<file path="src/sv/gf2_window_parity_codec_defines.svh">
// ----------------------------------------------------------------------------
// gf2_window_parity_codec assertion macros
// Clocked assertion shorthands used by the codec top level.
// ----------------------------------------------------------------------------
`ifndef GF2_WINDOW_PARITY_CODEC_DEFINES_SVH
`define GF2_WINDOW_PARITY_CODEC_DEFINES_SVH

// Implication checked at every rising edge, off while reset is asserted.
`define GWPC_ASSERT_IMPL(lbl, clk, rst_n, ante, cons, msg) \
  lbl: assert property (@(posedge clk) disable iff (!rst_n) (ante) |-> (cons)) \
    else $error(msg);

// Next-cycle implication, off while reset is asserted.
`define GWPC_ASSERT_NEXT(lbl, clk, rst_n, ante, cons, msg) \
  lbl: assert property (@(posedge clk) disable iff (!rst_n) (ante) |=> (cons)) \
    else $error(msg);

`endif

</file>
<file path="src/sv/gwpc_pkg.sv">
// ----------------------------------------------------------------------------
// gwpc_pkg
// Shared types and constants of the GF(2) window parity codec.
// ----------------------------------------------------------------------------
`default_nettype none

package gwpc_pkg;

  localparam int DEGREE_W       = 6;
  localparam int MAX_DEGREE_DEF = 63;
  localparam int CFG_ADDR_W     = 3;
  localparam int CFG_DATA_W     = 32;
  localparam int TDATA_W        = 8;

  // register index, taken from paddr[2]
  typedef enum logic {
    REG_DECODE_MODE = 1'b0,
    REG_DEGREE      = 1'b1
  } reg_idx_t;

  typedef struct packed {
    logic                decode_mode;
    logic [DEGREE_W-1:0] degree;
  } cfg_t;

  typedef struct packed {
    logic out_bit;
    logic last_out;
  } res_t;

  typedef struct packed {
    logic tail_busy;
    logic res_valid;
  } core_sts_t;

endpackage

`default_nettype wire

</file>
<file path="src/sv/gf2_window_parity_codec.sv">
// Results are registered in the two-entry output buffer before they appear on out_*.
// Throughput: one input bit per cycle while the output buffer has room and no tail run is busy.
// Encode end of block: d tail bits are emitted, input stalled meanwhile.
// Reset (rst_n low, synchronous): decode_mode 0, degree 1, window cleared,
// result buffer emptied.
// ----------------------------------------------------------------------------
// gf2_window_parity_codec
// Serial multiply/divide by 1+x+...+x^d over GF(2), stream in and out.
// ----------------------------------------------------------------------------
`default_nettype none

`include "gf2_window_parity_codec_defines.svh"

module gf2_window_parity_codec #(
  parameter int MAX_DEGREE = gwpc_pkg::MAX_DEGREE_DEF
) (
  input  wire logic                            clk,
  input  wire logic                            rst_n,
  input  wire logic                            in_tvalid,
  output logic                                 in_tready,
  input  wire logic [gwpc_pkg::TDATA_W-1:0]    in_tdata,   // [0] data_bit
  input  wire logic                            in_tlast,   // end_of_block
  input  wire logic [0:0]                      in_tuser,   // [0] tail_bit
  output logic                                 out_tvalid,
  input  wire logic                            out_tready,
  output logic      [gwpc_pkg::TDATA_W-1:0]    out_tdata,  // [0] out_bit
  output logic                                 out_tlast,  // last_out
  input  wire logic                            psel,
  input  wire logic                            penable,
  input  wire logic                            pwrite,
  input  wire logic [gwpc_pkg::CFG_ADDR_W-1:0] paddr,
  input  wire logic [gwpc_pkg::CFG_DATA_W-1:0] pwdata,
  output logic      [gwpc_pkg::CFG_DATA_W-1:0] prdata,
  output logic                                 pready
);
  import gwpc_pkg::*;

  cfg_t      cfg;
  res_t      res;
  res_t      out_res;
  core_sts_t sts;
  logic      buf_full;
  logic      in_fire;

  assign in_fire = in_tvalid & in_tready;

  gwpc_cfg u_cfg (
    .clk     (clk),
    .rst_n   (rst_n),
    .psel    (psel),
    .penable (penable),
    .pwrite  (pwrite),
    .paddr   (paddr),
    .pwdata  (pwdata),
    .prdata  (prdata),
    .pready  (pready),
    .cfg     (cfg)
  );

  gwpc_core #(
    .MAX_DEGREE (MAX_DEGREE)
  ) u_core (
    .clk          (clk),
    .rst_n        (rst_n),
    .cfg          (cfg),
    .in_fire      (in_fire),
    .data_bit     (in_tdata[0]),
    .end_of_block (in_tlast),
    .tail_bit     (in_tuser[0]),
    .buf_full     (buf_full),
    .in_ready     (in_tready),
    .res          (res),
    .sts          (sts)
  );

  gwpc_obuf u_obuf (
    .clk       (clk),
    .rst_n     (rst_n),
    .push      (sts.res_valid),
    .push_res  (res),
    .full      (buf_full),
    .out_valid (out_tvalid),
    .out_ready (out_tready),
    .out_res   (out_res)
  );

  assign out_tdata = TDATA_W'(out_res.out_bit);
  assign out_tlast = out_res.last_out;

  // a result is only produced when the buffer has room
  `GWPC_ASSERT_IMPL(a_no_overflow, clk, rst_n, sts.res_valid, !buf_full,
    "result produced while buffer full")

  // encode end of block starts the tail run
  `GWPC_ASSERT_NEXT(a_tail_start, clk, rst_n,
    in_fire && in_tlast && !cfg.decode_mode, sts.tail_busy,
    "encode end of block did not start tail")

  // no input transfer during the tail run
  `GWPC_ASSERT_IMPL(a_tail_stall, clk, rst_n, sts.tail_busy, !in_tready,
    "input accepted during tail run")

endmodule

`default_nettype wire

</file>
<file path="src/sv/gwpc_cfg.sv">
// ----------------------------------------------------------------------------
// gwpc_cfg
// APB register block: decode_mode and degree.
// ----------------------------------------------------------------------------
`default_nettype none

module gwpc_cfg (
  input  wire logic                            clk,
  input  wire logic                            rst_n,
  input  wire logic                            psel,
  input  wire logic                            penable,
  input  wire logic                            pwrite,
  input  wire logic [gwpc_pkg::CFG_ADDR_W-1:0] paddr,
  input  wire logic [gwpc_pkg::CFG_DATA_W-1:0] pwdata,
  output logic      [gwpc_pkg::CFG_DATA_W-1:0] prdata,
  output logic                                 pready,
  output gwpc_pkg::cfg_t                       cfg
);
  import gwpc_pkg::*;

  logic                decode_mode_r, decode_mode_nxt;
  logic [DEGREE_W-1:0] degree_r, degree_nxt;
  logic                wr_en;
  reg_idx_t            idx;

  assign pready = 1'b1;
  assign wr_en  = psel & penable & pwrite & pready;
  assign idx    = reg_idx_t'(paddr[2]);

  always_comb begin
    decode_mode_nxt = decode_mode_r;
    degree_nxt      = degree_r;
    if (wr_en) begin
      unique case (idx)
        REG_DECODE_MODE: decode_mode_nxt = pwdata[0];
        REG_DEGREE:      degree_nxt      = pwdata[DEGREE_W-1:0];
        default:         ;
      endcase
    end
  end

  always_ff @(posedge clk) begin
    if (!rst_n) begin
      decode_mode_r <= 1'b0;
      degree_r      <= DEGREE_W'(1);
    end else begin
      decode_mode_r <= decode_mode_nxt;
      degree_r      <= degree_nxt;
    end
  end

  always_comb begin
    prdata = '0;
    unique case (idx)
      REG_DECODE_MODE: prdata = CFG_DATA_W'(decode_mode_r);
      REG_DEGREE:      prdata = CFG_DATA_W'(degree_r);
      default:         prdata = '0;
    endcase
  end

  assign cfg.decode_mode = decode_mode_r;
  assign cfg.degree      = degree_r;

endmodule

`default_nettype wire

</file>
<file path="src/sv/gwpc_core.sv">
// ----------------------------------------------------------------------------
// gwpc_core
// History window, masked parity and encode tail sequencer.
// ----------------------------------------------------------------------------
`default_nettype none

module gwpc_core #(
  parameter int MAX_DEGREE = gwpc_pkg::MAX_DEGREE_DEF
) (
  input  wire logic          clk,
  input  wire logic          rst_n,
  input  gwpc_pkg::cfg_t     cfg,
  input  wire logic          in_fire,
  input  wire logic          data_bit,
  input  wire logic          end_of_block,
  input  wire logic          tail_bit,
  input  wire logic          buf_full,
  output logic               in_ready,
  output gwpc_pkg::res_t     res,
  output gwpc_pkg::core_sts_t sts
);
  import gwpc_pkg::*;

  localparam int CNT_W = $clog2(MAX_DEGREE + 1);

  logic [MAX_DEGREE-1:0] window_r, window_nxt;
  logic [CNT_W-1:0]      tail_left_r, tail_left_nxt;
  logic [DEGREE_W-1:0]   d_eff;
  logic [MAX_DEGREE-1:0] mask;
  logic                  par;
  logic                  tail_busy;
  logic                  res_valid;

  // degree 0 acts as 1, above the window size saturates
  always_comb begin
    if (cfg.degree == '0) begin
      d_eff = DEGREE_W'(1);
    end else if (cfg.degree > DEGREE_W'(MAX_DEGREE)) begin
      d_eff = DEGREE_W'(MAX_DEGREE);
    end else begin
      d_eff = cfg.degree;
    end
  end

  always_comb begin
    for (int i = 0; i < MAX_DEGREE; i++) begin
      mask[i] = (DEGREE_W'(i) < d_eff);
    end
  end

  assign par       = ^(window_r & mask);
  assign tail_busy = (tail_left_r != '0);
  assign in_ready  = !tail_busy && !buf_full;

  always_comb begin
    window_nxt    = window_r;
    tail_left_nxt = tail_left_r;
    res_valid     = 1'b0;
    res.out_bit   = 1'b0;
    res.last_out  = 1'b0;
    if (tail_busy) begin
      if (!buf_full) begin
        res_valid     = 1'b1;
        res.out_bit   = par;
        res.last_out  = (tail_left_r == CNT_W'(1));
        tail_left_nxt = tail_left_r - CNT_W'(1);
        // last tail bit ends the block
        window_nxt    = (tail_left_r == CNT_W'(1)) ? '0 : MAX_DEGREE'({window_r, 1'b0});
      end
    end else if (in_fire) begin
      if (cfg.decode_mode) begin
        if (tail_bit) begin
          if (end_of_block) window_nxt = '0;
        end else begin
          res_valid    = 1'b1;
          res.out_bit  = data_bit ^ par;
          res.last_out = end_of_block;
          window_nxt   = end_of_block ? '0 : MAX_DEGREE'({window_r, data_bit ^ par});
        end
      end else begin
        res_valid    = 1'b1;
        res.out_bit  = data_bit ^ par;
        res.last_out = 1'b0;
        window_nxt   = MAX_DEGREE'({window_r, data_bit});
        if (end_of_block) tail_left_nxt = CNT_W'(d_eff);
      end
    end
  end

  always_ff @(posedge clk) begin
    if (!rst_n) begin
      window_r    <= '0;
      tail_left_r <= '0;
    end else begin
      window_r    <= window_nxt;
      tail_left_r <= tail_left_nxt;
    end
  end

  assign sts.tail_busy = tail_busy;
  assign sts.res_valid = res_valid;

endmodule

`default_nettype wire

</file>
<file path="src/sv/gwpc_obuf.sv">
// ----------------------------------------------------------------------------
// gwpc_obuf
// Two-entry result buffer; full flag is registered.
// ----------------------------------------------------------------------------
`default_nettype none

module gwpc_obuf (
  input  wire logic      clk,
  input  wire logic      rst_n,
  input  wire logic      push,
  input  gwpc_pkg::res_t push_res,
  output logic           full,
  output logic           out_valid,
  input  wire logic      out_ready,
  output gwpc_pkg::res_t out_res
);
  import gwpc_pkg::*;

  res_t       mem_r [2];
  logic       wr_ptr_r, wr_ptr_nxt;
  logic       rd_ptr_r, rd_ptr_nxt;
  logic [1:0] cnt_r, cnt_nxt;
  logic       pop;

  assign full      = (cnt_r == 2'd2);
  assign out_valid = (cnt_r != 2'd0);
  assign pop       = out_valid & out_ready;
  assign out_res   = mem_r[rd_ptr_r];

  always_comb begin
    wr_ptr_nxt = push ? ~wr_ptr_r : wr_ptr_r;
    rd_ptr_nxt = pop ? ~rd_ptr_r : rd_ptr_r;
    cnt_nxt    = cnt_r + 2'(push) - 2'(pop);
  end

  always_ff @(posedge clk) begin
    if (!rst_n) begin
      wr_ptr_r <= 1'b0;
      rd_ptr_r <= 1'b0;
      cnt_r    <= 2'd0;
    end else begin
      wr_ptr_r <= wr_ptr_nxt;
      rd_ptr_r <= rd_ptr_nxt;
      cnt_r    <= cnt_nxt;
    end
  end

  always_ff @(posedge clk) begin
    if (push) mem_r[wr_ptr_r] <= push_res;
  end

endmodule

`default_nettype wire
</file>
<file path="config.mk">
export PLATFORM = sky130hd
export DESIGN_NAME = gf2_window_parity_codec
export DESIGN_NICKNAME = d
export VERILOG_FILES = /design/src/sv/gwpc_pkg.sv /design/src/sv/gf2_window_parity_codec.sv /design/src/sv/gwpc_cfg.sv /design/src/sv/gwpc_core.sv /design/src/sv/gwpc_obuf.sv
export VERILOG_INCLUDE_DIRS = /design/src /design/src/sv
export SDC_FILE = /design/constraint.sdc
export NUM_CORES = 1
export LEC_CHECK = 0
export ABC_AREA = 1
export BUFFER_PORTS_ARGS = -buffer_cell sky130_fd_sc_hd__buf_2
export CAP_MARGIN = 10
export CORE_MARGIN = 2
export CORE_UTILIZATION = 45
export CTS_CLUSTER_DIAMETER = 80
export DETAILED_ROUTE_END_ITERATION = 8
export PLACE_DENSITY = 0.74
export SETUP_SLACK_MARGIN = 0.3
export SLEW_MARGIN = 20
export SYNTH_ARGS = -nofsm -noshare
export SYNTH_HDL_FRONTEND = slang
export SYNTH_SLANG_ARGS = --single-unit
export TNS_END_PERCENT = 50
</file>
<file path="constraint.sdc">
create_clock -name clk -period 2.65 [get_ports clk]
set_input_delay 0.1325 -clock clk [delete_from_list [all_inputs] [get_ports clk]]
set_output_delay 0.1325 -clock clk [all_outputs]
set_load 0.005 [all_outputs]
</file>
==> results.txt <==
Outcome: completed
Critical path class: reg2reg
Largest family of logic cells by synthesized area: simple AND/OR/NAND/NOR gates
Initial DRC Count: 494
Async set-reset flop share out of synthesis: 0%
# nets final: 1068
Number of synthesized flops with an enable pin: 4
Leading area contributor after synthesis: dfxtp_1
Port-buffer cells: 26
Initial antenna violation count: 0
Clock-pin slew on the worst setup and hold paths: 70 ps
DR pass1 iterations: 5
Post-route setup TNS: 0 ps
Delay-heaviest family, CP: simple AND/OR/NAND/NOR gates
Drt drc: 0
Die H: 119 um
Critical Path RT: 2930 ps
Buffers & Inverters on Critical Path: 2
Worst R2R Start: u_cfg.degree_r[5]
Final Cycle Share: 94.2%
Via density: 5.39
Clk root buf: clkbuf_16
Maximum vdd ir drop: 0.000759 V
Simple-Gate Fraction of Synth Area: 36.6%
Post-CTS Hold Fix Bufs: 0
Reg area: 1750 um2
Final Max Slew Viols: 0
Mapped Avg Cell Area: 6.21 um2
Via count: 6407
Total die area: 14100 um2
Crit path capture: u_core.window_r[0]
Cells after synthesis: 955
CTS Buf Count: 9
Grt ovf: 0
Worst Hold Class: in2reg
Worst Path Max Fanout: 5
CP startpoint: u_cfg.degree_r[5]
Antenna cells: 0
Worst slew pin tran: 931 ps
FP Rows: 41
Pin count of the biggest net entering global routing: 61
Core area: 12700 um2
H-tree depth: 3
Most frequent cells in the layout: nand2_1, inv_1, a21oi_1, nor2_1, dfxtp_1
Final Non-Filler Cells: 1188
Tmin final: 2500 ps
Xor/xnor share of the synthesized area: 0.739%
Synth Area in Compound Gates: 17.6%
WP data arrival: 2780 ps
Adder-Cell Fraction of Synth Area: 1.06%
Final setup fails: 0
CP peak stage delay: 360 ps
Synth top area share: 27.4%
Total Routing Usage GR: 22.4%
Rel. slew slack: 37.9%
Starting Density: 46.6%
Area growth syn-to-layout: 24.3%
R2r setup slk: 150 ps
Detailed placer's ending HPWL: 10.0 mm
Most common cell after layout, fill and taps aside: nand2_1
Seq cells post-synth: 85
Yosys synthesis warning count: 0
Clk buf depth: 2
DRT antenna net count: 0
Max_cap viols: 0
Leak Pwr: 3.43 nW
Register area share after synthesis: 29.4%
Critical R2R Capture: u_core.window_r[0]
IO Pins: 96
Top post-synthesis cells by area: dfxtp_1, nand2_1, a21oi_1, nand3_1, nor2_1
RSZ-0062 raised after global routing: true
R2R cell count: 19
Vias in the first global route: 5495
First-pass GRT wire length: 25.9 mm
Setup crit end kind: register
Netlist Area Pre-Place: 5930 um2
Placed cell count: 1138
Layout fillers: 1132
Layout Skew: 6.00 ps
TritonCTS clock tree: yes
CTS Sinks: 85
Pwr per Cell Area: 925 nW/um2
DRT Wirelength: 16.8 mm
Post-synthesis mux area share: 0.380%
Fin. Hold Viols: 0
Share of cells above drive strength 1: 23.9%
Type of origin of the critical path: register
Post-synth top flop: dfxtp_1
Most common cell on crit path: nand2_2
Post-DR wirelength/cell: 14.1 um
Worst-path cell chain: buf_12 -> nor2_8 -> nand2_4 -> buf_6 -> nand4_1 -> nand2_4 -> nor2_4 -> nand2_2 -> nand2_1 -> nand2_1 -> nand2_2 -> nand2_2 -> nand2_2 -> nand3_2 -> nand2_4 -> nand3_2 -> nand3_2 -> nand3_1 -> a21oi_1
GPL Wtd Cong: 0.833
Die width: 119 um
Area of the multi-input gates: 3950 um2
Worst path slowest cell: dfxtp_4
CP Depth: 19
Clk_lat worst skew: 350 ps
Fmax: 0.401 GHz
Number of distinct library cells after synthesis: 43
worst min-delay path, cell delays in order:
cell	delay (ps)
buf_2	90
a21oi_1	50
o21ai_0	70
through the flow:
step           cell area [um2]  utilization, %  hold slack, ps  worst slack, ps  total power, mW
6_report                  7370            57.9            34.9              155             6.81
5_1_grt                   7370            57.9            55.4             34.4             7.36
4_1_cts                   6830            53.7            33.3              270             6.36
3_5_place_dp              6240            49.0             385             34.1             5.01
3_3_place_gp              6240            49.0             401              120             4.95
2_1_floorplan             6050               -             259              571             4.23
cells in the mapped netlist (11+ instances only):
library cell  number
a211oi_1          18
a21oi_1           84
buf_4             35
clkbuf_1          19
dfxtp_1           81
inv_1             84
nand2_1          269
nand3_1           78
nand4_1           21
nor2_1            90
nor2_2            11
o21ai_0           67
o21ai_1           14
logic make-up (layout without fill, tap and decap cells):
group                    Yosys count  in the layout
multiplexers                       2              2
flip-flops                        85             85
other                              2             34
buffers and inverters            171            199
AND/OR/NAND/NOR                  493            493
AO/OA/AOI/OAI                    192            193
XOR/XNOR                           5              5
adder cells (fa/ha/maj)            5              5
state kept, by name (all words and copies together), names as in the netlist, named ones only:
register             count
u_core.tail_left_r       6
u_cfg.degree_r           6
u_cfg.decode_mode_r      1
u_obuf.wr_ptr_r          1
u_obuf.rd_ptr_r          1
u_core.window_r         63
u_obuf.cnt_r             2
u_obuf.mem_r             4
power breakdown:
part	internal, mW	leakage (nW)	total (mW)	switching [mW]
Combinational	1.38	2.58	3.58	2.20
Sequential	1.71	0.710	2.00	0.294
Clock	0.683	0.138	1.23	0.548
Total	3.77	3.43	6.81	3.04
per-layer routing:
metal | share of wire, % | global-route usage, %
met5 | 0 | 0
met4 | 2.8 | 9.90
met3 | 6.4 | 2.08
met2 | 49 | 38.0
met1 | 42 | 28.8
final cells by class:
cell class | count | share of cell area, %
clock buffer | 12 | 3.48
clock inverter | 4 | 0.306
inverter | 102 | 5.72
multi-input combinational | 732 | 53.6
sequential | 85 | 23.8
tap | 172 | 2.92
timing repair buffer | 81 | 10.1
worst min path at each step:
stage               from           endpoint  slack (ps)  depth (start not counted)
3_3_place_gp   pwdata[0]  u_cfg.degree_r[0]         400                          3
5_1_grt        pwdata[0]  u_cfg.degree_r[0]          60                          3
6_report       pwdata[0]  u_cfg.degree_r[0]          30                          3
4_1_cts        pwdata[0]  u_cfg.degree_r[0]          30                          3
2_1_floorplan  pwdata[0]  u_cfg.degree_r[0]         260                          2
3_5_place_dp   pwdata[0]  u_cfg.degree_r[0]         380                          3
what timing repair did:
item,4_1_cts,5_1_grt
setup buffers,16,15
pin swaps,22,54
gates cloned,1,2
endpoints found under the setup margin,39,71
gates resized for setup,53,94
(Power assumes the default switching activity.)
